$ cat config.mk
export PLATFORM = sky130hd
export DESIGN_NAME = button_debounce_click_hold_detector_unit
export DESIGN_NICKNAME = d
export VERILOG_FILES = /design/src/hdl/btn_dbc_pkg.sv /design/src/hdl/btn_dbc_event_logic.sv /design/src/hdl/button_debounce_click_hold_detector_unit.sv
export SDC_FILE = /design/constraint.sdc
export NUM_CORES = 1
export LEC_CHECK = 0
export BUFFER_PORTS_ARGS = -buffer_cell sky130_fd_sc_hd__buf_4
export CAP_MARGIN = 40
export CELL_PAD_IN_SITES_DETAIL_PLACEMENT = 0
export CELL_PAD_IN_SITES_GLOBAL_PLACEMENT = 2
export CORE_UTILIZATION = 35
export DETAILED_ROUTE_END_ITERATION = 12
export PLACE_DENSITY = 0.75
export SYNTH_ARGS = -nofsm -noshare
export SYNTH_HDL_FRONTEND = slang
export SYNTH_HIERARCHICAL = 1
export SYNTH_SLANG_ARGS = --single-unit
$ cat constraint.sdc
create_clock -name clock -period 15.15 [get_ports clock]
set_clock_uncertainty 0.1 [all_clocks]
set_input_delay 1.515 -clock clock [delete_from_list [all_inputs] [get_ports clock]]
set_output_delay 1.515 -clock clock [all_outputs]
set_load 0.005 [all_outputs]
$ cat src/hdl/btn_dbc_pkg.sv
`timescale 1ns / 1ps

package btn_dbc_pkg;

   // event codes carried on the result channel
   typedef enum logic [2:0] {
      EV_NONE   = 3'd0,
      EV_SINGLE = 3'd1,
      EV_DOUBLE = 3'd2,
      EV_TRIPLE = 3'd3,
      EV_HOLD   = 3'd4
   } event_type;

   // configuration register indexes
   localparam logic [1:0] CSR_ACTIVE_LOW  = 2'd0;
   localparam logic [1:0] CSR_HOLD_TARGET = 2'd1;
   localparam logic [1:0] CSR_MIN_PRESS   = 2'd2;
   localparam logic [1:0] CSR_CLICK_GAP   = 2'd3;

   // request kinds
   localparam logic REQ_SAMPLE = 1'b0;
   localparam logic REQ_TICK   = 1'b1;

   // reset values of the configuration registers
   localparam logic        ACTIVE_LOW_RESET  = 1'b1;
   localparam logic [31:0] HOLD_TARGET_RESET = 32'd1000;
   localparam logic [15:0] MIN_PRESS_RESET   = 16'd50;
   localparam logic [15:0] CLICK_GAP_RESET   = 16'd300;

   localparam logic [2:0] TALLY_MAX = 3'd7;

   typedef struct packed {
      logic [31:0] hold_target;
      logic [15:0] min_press;
      logic [15:0] click_gap;
   } timing_cfg_type;

   // event machine state, history register excluded
   typedef struct packed {
      logic        debounced;
      logic        previous;
      logic [31:0] press_start;
      logic [31:0] last_release;
      logic [2:0]  tally;
      logic        hold_done;
   } machine_state_type;

endpackage

$ cat src/hdl/btn_dbc_event_logic.sv
`timescale 1ns / 1ps

module btn_dbc_event_logic
   import btn_dbc_pkg::*;
(
   input  machine_state_type state_cur,
   input  timing_cfg_type    timing_cfg,
   input  logic [31:0]       now_ms,
   output machine_state_type state_next,
   output event_type         event_out
);

   logic        rise;
   logic [31:0] start_time;
   logic        hold_clear;
   logic [31:0] press_age;
   logic        hold_fire;
   logic        hold_set;
   logic [2:0]  tally_after_hold;
   logic        click;
   logic [2:0]  tally_after_click;
   logic [31:0] release_time;
   logic [31:0] quiet_age;
   logic        burst_end;

   always_comb begin
      // press edge restarts the timer
      rise       = state_cur.debounced && !state_cur.previous;
      start_time = rise ? now_ms : state_cur.press_start;
      hold_clear = rise ? 1'b0 : state_cur.hold_done;
      press_age  = now_ms - start_time;

      // long press fires once and drops any counted clicks
      hold_fire        = state_cur.debounced && !hold_clear &&
                         (press_age >= timing_cfg.hold_target);
      hold_set         = hold_fire | hold_clear;
      tally_after_hold = hold_fire ? 3'd0 : state_cur.tally;

      // release of a press long enough to count
      click = !state_cur.debounced && state_cur.previous && !hold_set &&
              (press_age >= {16'd0, timing_cfg.min_press});
      if (click) begin
         tally_after_click = (tally_after_hold == TALLY_MAX) ? TALLY_MAX
                                                             : tally_after_hold + 3'd1;
         release_time      = now_ms;
      end else begin
         tally_after_click = tally_after_hold;
         release_time      = state_cur.last_release;
      end

      // quiet gap closes the burst
      quiet_age = now_ms - release_time;
      burst_end = !state_cur.debounced && (tally_after_click != 3'd0) &&
                  (quiet_age >= {16'd0, timing_cfg.click_gap});

      event_out = hold_fire ? EV_HOLD : EV_NONE;
      if (burst_end) begin
         case (tally_after_click)
            3'd1:    event_out = EV_SINGLE;
            3'd2:    event_out = EV_DOUBLE;
            3'd3:    event_out = EV_TRIPLE;
            default: event_out = EV_NONE;
         endcase
      end

      state_next.debounced    = state_cur.debounced;
      state_next.previous     = state_cur.debounced;
      state_next.press_start  = start_time;
      state_next.last_release = release_time;
      state_next.tally        = burst_end ? 3'd0 : tally_after_click;
      state_next.hold_done    = hold_set;
   end

endmodule

$ cat src/hdl/button_debounce_click_hold_detector_unit.sv
`timescale 1ns / 1ps

// Button debouncer with multi-click and long-press detection. A request beat with
// req_type 0 shifts the polarity-corrected pin level into a HISTORY_LEN-deep
// history; HISTORY_LEN equal samples set or clear the debounced pressed flag. A
// request beat with req_type 1 carries the millisecond time and steps the event
// machine: HOLD once per long press, SINGLE/DOUBLE/TRIPLE after a quiet gap,
// nothing for four or more clicks. Every request gives exactly one response beat.
// Throughput is one beat per clock when nothing stalls: the input register and
// the response register form a two-stage pipe, and the whole update is one
// combinational pass between them, so a response beat is offered from the
// response register once its request beat has left the input register.
// rsp_stall holds the pipe and reaches req_stall only when the input register is
// full. Configuration writes take effect on the next clock and are meant to be
// made with the pipe empty.
module button_debounce_click_hold_detector_unit
   import btn_dbc_pkg::*;
#(
   parameter int HISTORY_LEN = 8
) (
   input  logic        clock,
   input  logic        reset,
   // request channel
   input  logic        req_valid,
   output logic        req_stall,
   input  logic        req_type,
   input  logic        req_pin_level,
   input  logic [31:0] req_now_ms,
   // response channel
   output logic        rsp_valid,
   input  logic        rsp_stall,
   output logic [2:0]  rsp_event_code,
   output logic        rsp_pressed_now,
   // configuration writes
   input  logic        csr_write,
   input  logic [1:0]  csr_index,
   input  logic [31:0] csr_wdata
);

   // configuration
   logic           active_low_ff;
   timing_cfg_type timing_cfg_ff;

   // input stage
   logic        in_valid_ff;
   logic        in_type_ff;
   logic        in_pin_ff;
   logic [31:0] in_now_ff;

   // block state
   logic [HISTORY_LEN-1:0] history_ff;
   logic [HISTORY_LEN-1:0] history_in;
   machine_state_type      machine_ff;
   machine_state_type      machine_in;
   machine_state_type      machine_tick;
   event_type              tick_event;

   // response stage
   logic       rsp_valid_ff;
   logic [2:0] rsp_event_ff;
   logic       rsp_pressed_ff;

   logic out_free;
   logic advance;
   logic take_req;
   logic event_valid_in;
   logic [2:0] event_in;

   assign out_free  = !rsp_valid_ff || !rsp_stall;
   assign advance   = in_valid_ff && out_free;
   assign req_stall = in_valid_ff && !out_free;
   assign take_req  = req_valid && !req_stall;

   btn_dbc_event_logic u_event (
      .state_cur  (machine_ff),
      .timing_cfg (timing_cfg_ff),
      .now_ms     (in_now_ff),
      .state_next (machine_tick),
      .event_out  (tick_event)
   );

   // next state for the beat in the input stage
   always_comb begin
      history_in = history_ff;
      machine_in = machine_ff;
      event_in   = EV_NONE;
      if (in_type_ff == REQ_SAMPLE) begin
         // pressed bit is the pin level flipped for active-low wiring
         history_in = {history_ff[HISTORY_LEN-2:0], in_pin_ff ^ active_low_ff};
         if (history_in == '1) begin
            machine_in.debounced = 1'b1;
         end else if (history_in == '0) begin
            machine_in.debounced = 1'b0;
         end
      end else begin
         machine_in = machine_tick;
         event_in   = tick_event;
      end
      event_valid_in = in_valid_ff;
   end

   // configuration registers
   always_ff @(posedge clock) begin
      if (reset) begin
         active_low_ff             <= ACTIVE_LOW_RESET;
         timing_cfg_ff.hold_target <= HOLD_TARGET_RESET;
         timing_cfg_ff.min_press   <= MIN_PRESS_RESET;
         timing_cfg_ff.click_gap   <= CLICK_GAP_RESET;
      end else if (csr_write) begin
         case (csr_index)
            CSR_ACTIVE_LOW:  active_low_ff             <= csr_wdata[0];
            CSR_HOLD_TARGET: timing_cfg_ff.hold_target <= csr_wdata;
            CSR_MIN_PRESS:   timing_cfg_ff.min_press   <= csr_wdata[15:0];
            CSR_CLICK_GAP:   timing_cfg_ff.click_gap   <= csr_wdata[15:0];
            default:         active_low_ff             <= active_low_ff;
         endcase
      end
   end

   // input stage control
   always_ff @(posedge clock) begin
      if (reset) begin
         in_valid_ff <= 1'b0;
      end else if (!req_stall) begin
         in_valid_ff <= req_valid;
      end
   end

   // input stage payload
   always_ff @(posedge clock) begin
      if (take_req) begin
         in_type_ff <= req_type;
         in_pin_ff  <= req_pin_level;
         in_now_ff  <= req_now_ms;
      end
   end

   // block state moves only when a beat leaves the input stage
   always_ff @(posedge clock) begin
      if (reset) begin
         history_ff <= '0;
         machine_ff <= '0;
      end else if (advance) begin
         history_ff <= history_in;
         machine_ff <= machine_in;
      end
   end

   // response stage control
   always_ff @(posedge clock) begin
      if (reset) begin
         rsp_valid_ff <= 1'b0;
      end else if (out_free) begin
         rsp_valid_ff <= event_valid_in;
      end
   end

   // response stage payload
   always_ff @(posedge clock) begin
      if (advance) begin
         rsp_event_ff   <= event_in;
         rsp_pressed_ff <= machine_in.debounced;
      end
   end

   assign rsp_valid       = rsp_valid_ff;
   assign rsp_event_code  = rsp_event_ff;
   assign rsp_pressed_now = rsp_pressed_ff;

endmodule

## Word-level counts from Yosys, hierarchy flattened

Cells that the tools add are included.

| operators by class | value |
|---|---|
| add/sub/neg operators | 3 |
| order comparisons | 3 |
| equality and inequality tests | 8 |
| muxes and demuxes | 13 |
| bitwise logic cells | 3 |
| reductions and logical operators | 29 |

Operators with widths:

| operator | number |
|---|---|
| >= comparator 32 x 16 -> 1 bit | 2 |
| 2-to-1 mux 32 bit | 2 |
| subtractor 32 bit | 2 |
| >= comparator 32 bit | 1 |
| 2-to-1 mux 3 bit | 6 |
| AND reduction 2 bit | 6 |
| logical AND 1 bit | 11 |
| == test 8 bit (second input constant) | 1 |
| zero test 1 bit | 8 |
| zero test 8 bit | 1 |
| == test 3 x 2 -> 1 bit (second input constant) | 2 |
| one-hot mux 2 bit (3 select lines) | 1 |
| == test 2 bit (second input constant) | 2 |
| 2-to-1 mux 1 bit | 4 |
| adder 3 x 1 -> 3 bit (second input constant) | 1 |
| == test 3 x 1 -> 1 bit (second input constant) | 1 |
| == test 3 bit (second input constant) | 1 |
| nonzero test 3 bit | 1 |
| == test 2 x 1 -> 1 bit (second input constant) | 1 |
| zero test 2 bit | 1 |
| logical OR 1 bit | 1 |
| inverter 1 bit | 1 |
| bitwise OR 1 bit | 1 |
| bitwise XOR 1 bit | 1 |

| storage, ports and cells | value |
|---|---|
| bits in registers | 182 |
| input port bits | 73 |
| output and inout port bits | 6 |

## Logic depth before layout (Yosys ltp)

Gate-level depths: netlist of the first run.

| depth | value |
|---|---|
| depth after elaboration | 15 |
| depth in mapped cells | 56 |

## Cells and area by module

Netlist of the first run, hierarchy kept.

Modules (own cells, without submodules):

| module | instances | cells each | area each (um2) | seq. area each (um2) |
|---|---|---|---|---|
| btn_dbc_event_logic | 1 | 1122 | 7452.1 | 0.0 |
| button_debounce_click_hold_detector_unit | 1 | 697 | 6503.7 | 4023.9 |

## Worst setup path before layout of the first run

Ideal clock, no wire load.

| path | value |
|---|---|
| kind | reg-to-reg |
| from | register machine_ff[69] (netlist name) |
| to | register rsp_event_ff[0] (netlist: rsp_event_code[0]) (data pin) |
| library setup time | 0.255 ns |
| arrival time | 10.470 ns |
| data required time | 14.795 ns |
| path slack | 4.325 ns |
| cell stages (with the launch flop) | 52 |
| clock period less this slack | 10.825 ns |
| path through | dfxtp_1 -> buf_2 -> nor2b_1 -> buf_2 -> buf_1 -> nand2_1 -> nand2_1 -> inv_1 -> ha_1 -> a21bo_2 -> a211oi_1 -> o21ai_1 -> nor2b_1 -> o311ai_0 -> xor2_1 -> ha_1 -> a21o_1 -> a21o_1 -> [16 not listed] -> a211oi_1 -> a21o_1 -> a21oi_1 -> o31ai_4 -> or2_1 -> a21o_1 -> a21oi_1 -> xnor2_1 -> ha_1 -> a21o_1 -> a21oi_1 -> o21ai_0 -> a311oi_1 -> o211ai_1 -> nor4_2 -> nand4_2 -> o31a_1 -> and2_1 |

RTL lines:

| what | line | text |
|---|---|---|
| from (decl) | button_debounce_click_hold_detector_unit.sv:53 | `machine_state_type machine_ff;` |
| from (signal assigned) | button_debounce_click_hold_detector_unit.sv:145 | `machine_ff <= machine_in;` |
| to (signal assigned) | button_debounce_click_hold_detector_unit.sv:161 | `rsp_event_ff <= event_in;` |
| to (decl) | button_debounce_click_hold_detector_unit.sv:60 | `logic [2:0] rsp_event_ff;` |

## Worst setup path after layout of the first run

| path | value |
|---|---|
| from | register machine_ff[69] (netlist name) |
| to | register rsp_event_ff[0] (netlist: rsp_event_code[0]) (data pin) |

| on the way | value |
|---|---|
| longest elaborated chain between the ends | 14 |
| elaborated cells between the ends (all ways) | 31 |
| those cells by class | add/sub (3); order compare (3); eq/ne (4); mux (8); bitwise (1); reduce/logical (12) |

Ends and longest elaborated chain:

| what | line | text |
|---|---|---|
| logical AND 1 bit | btn_dbc_event_logic.sv:28 | `rise = state_cur.debounced && !state_cur.previous;` |
| 2-to-1 mux 32 bit / 2-to-1 mux 1 bit (equally long branches) | btn_dbc_event_logic.sv:29, btn_dbc_event_logic.sv:30 |  |
| subtractor 32 bit / zero test 1 bit (equally long branches) | btn_dbc_event_logic.sv:31, btn_dbc_event_logic.sv:34 |  |
| >= comparator 32 bit / logical AND 1 bit (equally long branches) | btn_dbc_event_logic.sv:35, btn_dbc_event_logic.sv:34 |  |
| logical AND 1 bit | btn_dbc_event_logic.sv:34 | `hold_fire = state_cur.debounced && !hold_clear &&` |
| bitwise OR 1 bit | btn_dbc_event_logic.sv:36 | `hold_set = hold_fire \| hold_clear;` |
| zero test 1 bit | btn_dbc_event_logic.sv:40 | `click = !state_cur.debounced && state_cur.previous && !hold_set &&` |
| logical AND 1 bit (2 in series) | btn_dbc_event_logic.sv:40 |  |
| 2-to-1 mux 32 bit / 2-to-1 mux 3 bit (equally long branches) | btn_dbc_event_logic.sv:42 | `if (click) begin` |
| subtractor 32 bit / nonzero test 3 bit (equally long branches) | btn_dbc_event_logic.sv:52, btn_dbc_event_logic.sv:53 |  |
| >= comparator 32 x 16 -> 1 bit / logical AND 1 bit (equally long branches) | btn_dbc_event_logic.sv:54, btn_dbc_event_logic.sv:53 |  |
| logical AND 1 bit | btn_dbc_event_logic.sv:53 | `burst_end = !state_cur.debounced && (tally_after_click != 3'd0) &&` |
| 2-to-1 mux 3 bit (*) | btn_dbc_event_logic.sv:57 | `if (burst_end) begin` |
| named net tick_event[0] | button_debounce_click_hold_detector_unit.sv:56 | `event_type tick_event;` |

Mark *: on every way through the listed nets, which the timed path passes. The rest lies on a longest branch.
A chain may end at the register's enable or synchronous reset.

==> impl_metrics.env, run 1 <==
export IMPL_place_hpwl_um=33210
export IMPL_cts_setup_buffers=0
export IMPL_ctsLongestPathBuffers=2
export IMPL_cpMostUsedCell="ha_1"
export IMPL_reg2reg_from="machine_ff[69]$_SDFFE_PP0N_"
export IMPL_clkPwrFrac_pct=36.8
export IMPL_row_count=72
export IMPL_vias_per_cell=5.443
export IMPL_initial_utilization_pct=35.78
export IMPL_vias=12850
export IMPL_p_leak_nw=6.347
export IMPL_nFillCells=4037
export IMPL_ys_async_sr_fraction_pct=0
export IMPL_r2r_cells=43
export IMPL_grt_pass1_vias=12460
export IMPL_min_from="timing_cfg_ff[46]$_SDFFE_PP0P_"
export IMPL_wirelength_um=45170
export IMPL_postCtsHoldBufs=0
export IMPL_switching_share_pct=31.88
export IMPL_first_iter_violations=825
export IMPL_period_share_pct=79.76
export IMPL_setup_violations=0
export IMPL_postLayoutSetupSlackWorst_ps=3066
export IMPL_gp_congestion=0.8873
export IMPL_wl_per_cell_um=19.13
export IMPL_cts_htree_levels=4
export IMPL_r2r_end="rsp_event_code[0]$_SDFFCE_PN0N_"
export IMPL_grt_max_degree=76
export IMPL_synthToLayoutAreaGrowth_pct=11.17
export IMPL_worstSetupStartpointType="flop"
export IMPL_cts_clk_slew_worst_paths_ps=70
export IMPL_syn_nets=2012
export IMPL_holdPathEnd="timing_cfg_ff[46]$_SDFFE_PP0P_"
export IMPL_status="finished, final reports clean"
export IMPL_p_seq_share_pct=42.8
export IMPL_p_sw_w=0.0003906
export IMPL_synth_area_um2=13960
export IMPL_tightest_slew_ps=919.5
export IMPL_end_kind="flop"
export IMPL_fin_setup_tns_ps=0
export IMPL_grtUsageTotal_pct=22.74
export IMPL_drt_first_pass_iters=5
export IMPL_io_pin_count=79
export IMPL_slowest_delay_ps=770
export IMPL_period_minus_slack_ps=12080
export IMPL_max_cap_violations=0
export IMPL_yosysWarnings=6
export IMPL_drive_above_1_share_pct=9.387
export IMPL_ys_seq_elements=182
export IMPL_internal_power_w=0.0008347
export IMPL_vdd_drop_max_mv=0.08277
export IMPL_synth_edf_count=38
export IMPL_comb_power_share_pct=20.5
export IMPL_hold_viol=0
export IMPL_fmax_mhz=82.76
export IMPL_final_cell_mix="nand2_1, a21oi_1, inv_1, dfxtp_1, o21ai_0"
export IMPL_drc=0
export IMPL_min_path_cells=2
export IMPL_die_width_um=201.7
export IMPL_design_core_area_um2=39010
export IMPL_timing_setup_critical_path_class="reg -> reg"
export IMPL_power_total_w=0.001225
export IMPL_synth_flop_cell="dfxtp_1"
export IMPL_crit_slowest_cell="dfxtp_1"
export IMPL_nNetsFinal=2023
export IMPL_synth_cells=1819
export IMPL_grt_pass1_wl_um=71330
export IMPL_cts_resized=0
export IMPL_pre_cts_slack_ps=3218
export IMPL_r2r_slack_ps=3070
export IMPL_hp_class="reg -> reg"
export IMPL_cts_sinks=182
export IMPL_fp_dieH_um=201.7
export IMPL_seqCellArea_um2=4024
export IMPL_cp_required_ps=15300
export IMPL_numCtsBuffers=17
export IMPL_slew_headroom_pct=38.70
export IMPL_grt_ovfl_total=0
export IMPL_cp_max_fo=42
export IMPL_rsz0062_at_grt="no"
export IMPL_final_common_cell="nand2_1"
export IMPL_post_dp_cell_area_um2=14940
export IMPL_clock_latency_ps=500
export IMPL_ys_types=105
export IMPL_port_buffers=78
export IMPL_whs_ps=353.5
export IMPL_syn_avg_cell_area_um2=7.672
export IMPL_yosysSeqAreaShare_pct=28.83
export IMPL_maxSlewViolCount=0
export IMPL_ant_nets=0
export IMPL_powerDensity_nw_per_um2=78.97
export IMPL_antenna_found_initial=0
export IMPL_fp_dieArea_um2=40680
export IMPL_cts_tree="built"
export IMPL_multi_input_area_um2=8961
export IMPL_final_cell_area_um2=15510
export IMPL_diodes=0
export IMPL_root_buffer="clkbuf_16"
export IMPL_worst_ep_arrival_time_ps=12230
## cells by family after synthesis
kind of cell,after synthesis,synth area share (%)
and+or+nand+nor,588,20.56
AOI/OAI and AO/OA,572,25.49
buffers and inverters,252,7.181
DFF,182,28.83
adders and majority gates,130,11.54
xor gates and xnor gates,49,3.075
muxes,46,3.326
## power groups by stage
stage | sequential (W) | clock (W) | combinational, W
after floorplan | 0.000526 | 0 | 0.000173
after global placement | 0.000536 | 0 | 0.000246
after detailed placement | 0.000536 | 0 | 0.000249
after CTS | 0.000525 | 0.000473 | 0.000251
after global routing | 0.000526 | 0.000488 | 0.000280
final | 0.000524 | 0.000450 | 0.000251
## area by class of cell
| type | instances | share of cell area [%] |
|---|---|---|
| clock buffers | 21 | 3.040 |
| clock inverters | 11 | 0.6694 |
| well taps | 518 | 4.177 |
| flip-flops and latches | 182 | 25.94 |
| repair buffers | 92 | 4.742 |
| inverters | 152 | 3.677 |
| multi-input cells | 1385 | 57.76 |
## synthesized netlist by cell type, types with 3 or more instances
cell type | n | area share (%)
dfxtp_1 | 144 | 21
o21bai_1 | 9 | 0.48
xor2_1 | 25 | 1.6
and3_1 | 9 | 0.40
nand2_1 | 249 | 6.7
nor2_1 | 66 | 1.8
o211ai_1 | 10 | 0.54
nand3_1 | 93 | 3.3
o311ai_1 | 3 | 0.19
a21o_1 | 54 | 2.9
xnor2_1 | 24 | 1.5
a21oi_1 | 218 | 7.8
o221ai_1 | 5 | 0.31
and2_1 | 13 | 0.58
a22oi_1 | 5 | 0.27
nand2b_1 | 19 | 0.85
o31a_1 | 4 | 0.25
a221oi_1 | 5 | 0.31
or2_1 | 4 | 0.18
edfxtp_1 | 38 | 8.2
o31ai_1 | 10 | 0.54
or3_1 | 7 | 0.31
inv_1 | 150 | 4.0
a21boi_0 | 5 | 0.27
nor3_1 | 28 | 1.0
o21ai_0 | 139 | 5.0
nand3b_1 | 17 | 0.91
or2_2 | 6 | 0.27
a211o_1 | 5 | 0.31
buf_2 | 21 | 0.75
maj3_1 | 9 | 0.65
o21ai_1 | 13 | 0.47
a21oi_2 | 3 | 0.19
nor2b_1 | 20 | 0.90
o21a_1 | 14 | 0.75
mux2i_1 | 43 | 3.1
a211oi_1 | 14 | 0.75
a31oi_1 | 11 | 0.49
a2111oi_0 | 3 | 0.19
ha_1 | 119 | 11
and3b_1 | 4 | 0.25
clkbuf_1 | 70 | 1.9
nor4_1 | 5 | 0.22
buf_4 | 6 | 0.32
nand4_1 | 26 | 1.2
## stage by stage
stage,std cells,utilization (%)
floorplan,1819,-
global placement,2325,38.11
detailed placement,2329,38.30
CTS,2361,39.77
global route,2361,39.77
finish,2361,39.77
## critical path: cells and delay by family, from the launching register on
kind	cells	cell delay (ps)
adder cells (fa/ha/maj)	5	1690
buffers and inverters	1	530
AND/OR/NAND/NOR	16	3650
AO/OA/AOI/OAI	19	4590
XOR/XNOR	2	440
flip-flops	1	770
## state kept, by name, summed over array words and instances, names as in the netlist
signal           count
rsp_event_code       3
event_valid_in       1
rsp_pressed_now      1
rsp_valid            1
active_low_ff        1
in_pin_ff            1
timing_cfg_ff       64
history_ff           7
machine_ff          70
in_type_ff           1
in_now_ff           32
## worst max-delay path by stage
stage,endpoint,from
4_1_cts,rsp_event_code[0]$_SDFFCE_PN0N_,machine_ff[69]$_SDFFE_PP0N_
3_5_place_dp,rsp_event_code[1]$_SDFFCE_PN0N_,machine_ff[69]$_SDFFE_PP0N_
6_report,rsp_event_code[0]$_SDFFCE_PN0N_,machine_ff[69]$_SDFFE_PP0N_
5_1_grt,rsp_event_code[1]$_SDFFCE_PN0N_,machine_ff[69]$_SDFFE_PP0N_
3_3_place_gp,rsp_event_code[1]$_SDFFCE_PN0N_,machine_ff[69]$_SDFFE_PP0N_
2_1_floorplan,rsp_event_code[0]$_SDFFCE_PN0N_,machine_ff[69]$_SDFFE_PP0N_
## layer usage
layer  global-route usage (%)  up-vias  part of all wire (%)
met2                    36.28      217                    46
li1                         -     6484                     -
met5                        0        -                     0
met4                    7.332        0                   1.9
met1                    31.05     6110                    49
met3                    3.839       39                   3.5
Note: power is estimated with default switching activity, not from simulation.
==> inputs of run 2 (changes only) <==
ABC_AREA = 1   (was not set)
CORE_UTILIZATION = 32   (was 35)
PLACE_DENSITY = 0.76   (was 0.75)
clock period = 10.8 ns   (was 15.15 ns; I/O delays follow)
==> run 2 against run 1 <==
Net effect: combinational power grew 130%; clock power grew 45%; non-clock buffer count shrank 3; final cell count grew 11%; cell area shrank 2.0%; register-to-register slack lost 1600 ps; fmax grew 30%; largest power group unchanged.
==> impl_metrics.env, run 2 <==
export IMPL_fmax_mhz=107.5
export IMPL_fp_dieH_um=208.4
export IMPL_crit_slowest_cell="dfxtp_1"
export IMPL_cp_required_ps=10940
export IMPL_root_buffer="clkbuf_16"
export IMPL_maxSlewViolCount=0
export IMPL_largest_reg_flops=70
export IMPL_synth_top_area_share_pct=21.15
export IMPL_ctsLongestPathBuffers=2
export IMPL_final_cell_mix="nand2_1, inv_1, nor2_1, a21oi_1, o21ai_0"
export IMPL_cts_resized=0
export IMPL_cts_tree="built"
export IMPL_fp_dieArea_um2=43430
export IMPL_stdcell_count=2620
export IMPL_ys_seq_elements=182
export IMPL_ys_types=48
export IMPL_design_core_area_um2=41950
export IMPL_cts_htree_levels=4
export IMPL_cts_sinks=182
export IMPL_io_pin_count=79
export IMPL_synth_edf_count=38
export IMPL_seqCellArea_um2=4024
export IMPL_synth_top_area_cell="dfxtp_1"
export IMPL_timing_setup_critical_path_class="reg -> reg"
export IMPL_initial_utilization_pct=32.50
export IMPL_gp_congestion=0.8935
export IMPL_dpl_cell_count=2587
export IMPL_comb_power_share_pct=29.0
export IMPL_grt_pass1_vias=12550
export IMPL_postCtsHoldBufs=0
export IMPL_whs_ps=358.6
export IMPL_hold_viol=0
export IMPL_internal_power_w=0.001260
export IMPL_reg_top3="machine_ff: 70 flops, timing_cfg_ff: 64 flops, in_now_ff: 32 flops"
export IMPL_slowest_delay_ps=510
export IMPL_cp_max_fo=55
export IMPL_switching_share_pct=35.94
export IMPL_p_sw_w=0.0007071
export IMPL_place_hpwl_um=34770
export IMPL_drt_first_pass_iters=5
export IMPL_yosysSeqAreaShare_pct=29.52
export IMPL_synthToLayoutAreaGrowth_pct=11.50
export IMPL_end_kind="flop"
export IMPL_wirelength_um=44160
export IMPL_clkPwrFrac_pct=33.1
export IMPL_tightest_slew_ps=625.2
export IMPL_final_common_cell="nand2_1"
export IMPL_worstSetupStartpointType="flop"
export IMPL_drive_above_1_share_pct=11.11
export IMPL_fin_setup_tns_ps=0
export IMPL_top_register="machine_ff"
export IMPL_worst_ep_arrival_time_ps=9440
export IMPL_synth_area_leaders="dfxtp_1, nand2_1, ha_1"
export IMPL_nFillCells=4533
export IMPL_synth_area_um2=13630
export IMPL_powerDensity_nw_per_um2=129.4
export IMPL_max_cap_violations=0
export IMPL_first_iter_violations=740
export IMPL_clock_latency_ps=490
export IMPL_synthTopCellsByCount="nand2_1, inv_1, nor2_1, a21oi_1, o21ai_0"
export IMPL_synth_most_common_cell="nand2_1"
export IMPL_numCtsBuffers=17
export IMPL_nNetsFinal=2260
export IMPL_yosysWarnings=6
export IMPL_cts_clk_slew_worst_paths_ps=80
export IMPL_vias=12930
export IMPL_status="finished, final reports clean"
export IMPL_period_share_pct=86.10
export IMPL_final_cell_area_um2=15200
export IMPL_multi_input_area_um2=8000
export IMPL_setup_violations=0
export IMPL_rsz0062_at_grt="no"
export IMPL_syn_nets=2218
export IMPL_wl_per_cell_um=16.86
export IMPL_p_leak_nw=7.065
export IMPL_synth_flop_cell="dfxtp_1"
export IMPL_p_seq_share_pct=37.9
export IMPL_cts_setup_buffers=0
export IMPL_die_width_um=208.4
export IMPL_drc=0
export IMPL_grt_pass1_wl_um=69050
export IMPL_grt_ovfl_total=0
export IMPL_syn_avg_cell_area_um2=6.732
export IMPL_vias_per_cell=4.934
export IMPL_hp_class="reg -> reg"
export IMPL_ys_async_sr_fraction_pct=0
export IMPL_vdd_drop_max_mv=0.09211
export IMPL_slew_headroom_pct=58.32
export IMPL_grt_max_degree=71
export IMPL_antenna_found_initial=3
export IMPL_row_count=75
export IMPL_period_minus_slack_ps=9299
export IMPL_post_dp_cell_area_um2=14600
export IMPL_ant_nets=0
export IMPL_grtUsageTotal_pct=20.69
export IMPL_port_buffers=78
export IMPL_synth_cells=2025
==> run 2: changes by cell type after synthesis, sizes merged, moves of 30 or more <==
cell / previous run / this run
or2: 10 / 45
mux2i: 43 / 0
a21oi: 221 / 181
clkbuf: 70 / 40
nor2: 68 / 220
a21o: 54 / 5
nand3: 93 / 165
inv: 152 / 314
nand2: 249 / 424
==> run 2: per-stage QoR <==
| stage | utilization (%) | power [W] | setup WS (ps) |
|---|---|---|---|
| after detailed placement | 34.80 | 0.001334 | 1549 |
| final | 36.24 | 0.001967 | 1501 |
| after global placement | 34.62 | 0.001330 | 1665 |
| after CTS | 36.23 | 0.002000 | 1473 |
| after floorplan | - | 0.001157 | 3074 |
| after global routing | 36.23 | 0.002103 | 358.7 |
==> run 2: logic make-up after synthesis <==
| kind of cell | Yosys count | share of synthesized area (%) |
|---|---|---|
| AO/OA/AOI/OAI | 397 | 15.41 |
| XOR/XNOR | 32 | 2.056 |
| adder cells (fa/ha/maj) | 120 | 11.07 |
| buffers and inverters | 380 | 11.89 |
| flip-flops | 182 | 29.52 |
| AND/OR/NAND/NOR | 914 | 30.06 |
==> run 2: power groups by stage <==
stage | combinational, W | clock (W) | sequential [W]
floorplan | 0.000409 | 0 | 0.000749
global placement | 0.000569 | 0 | 0.000760
detailed placement | 0.000573 | 0 | 0.000761
CTS | 0.000577 | 0.000677 | 0.000745
global route | 0.000655 | 0.000700 | 0.000748
finish | 0.000571 | 0.000651 | 0.000745
==> run 2: worst paths after layout <==
path	endpoint	startpoint	slack, ps	cells past startpoint
worst max register to register	rsp_event_code[1]$_SDFFCE_PN0N_	machine_ff[69]$_SDFFE_PP0N_	1500	52
worst min-delay path	machine_ff[17]$_SDFFE_PP0P_	machine_ff[17]$_SDFFE_PP0P_	360	2
worst max-delay path	rsp_event_code[1]$_SDFFCE_PN0N_	machine_ff[69]$_SDFFE_PP0N_	1500	52
worst min register to register	machine_ff[17]$_SDFFE_PP0P_	machine_ff[17]$_SDFFE_PP0P_	360	2
==> run 2: worst max-delay path, delay by kind of cell (launching register included) <==
kind | cells | cell delay [ps]
AOI/OAI and AO/OA | 17 | 2400
xor gates and xnor gates | 2 | 470
adders and majority gates | 4 | 1330
buffers and inverters | 5 | 950
DFF | 1 | 510
and+or+nand+nor | 24 | 3260
==> run 2: cell type report <==
type / count / area share (%)
timing repair buffer: 89 / 4.742
multi-input combinational: 1463 / 52.63
sequential: 182 / 26.47
clock inverter: 13 / 0.8149
antenna: 1 / 0.01646
tap: 539 / 4.437
clock buffer: 19 / 3.128
inverter: 314 / 7.754
==> run 2: layer usage <==
layer | track usage [%] | up-vias | share of wire (%) | wire length [µm]
met5 | 0 | - | 0 | 0
met1 | 26.82 | 5992 | 48 | 21150
li1 | - | 6687 | - | -
met2 | 34.97 | 204 | 47 | 20820
met3 | 3.774 | 43 | 3.4 | 1494
met4 | 5.696 | 0 | 1.6 | 692
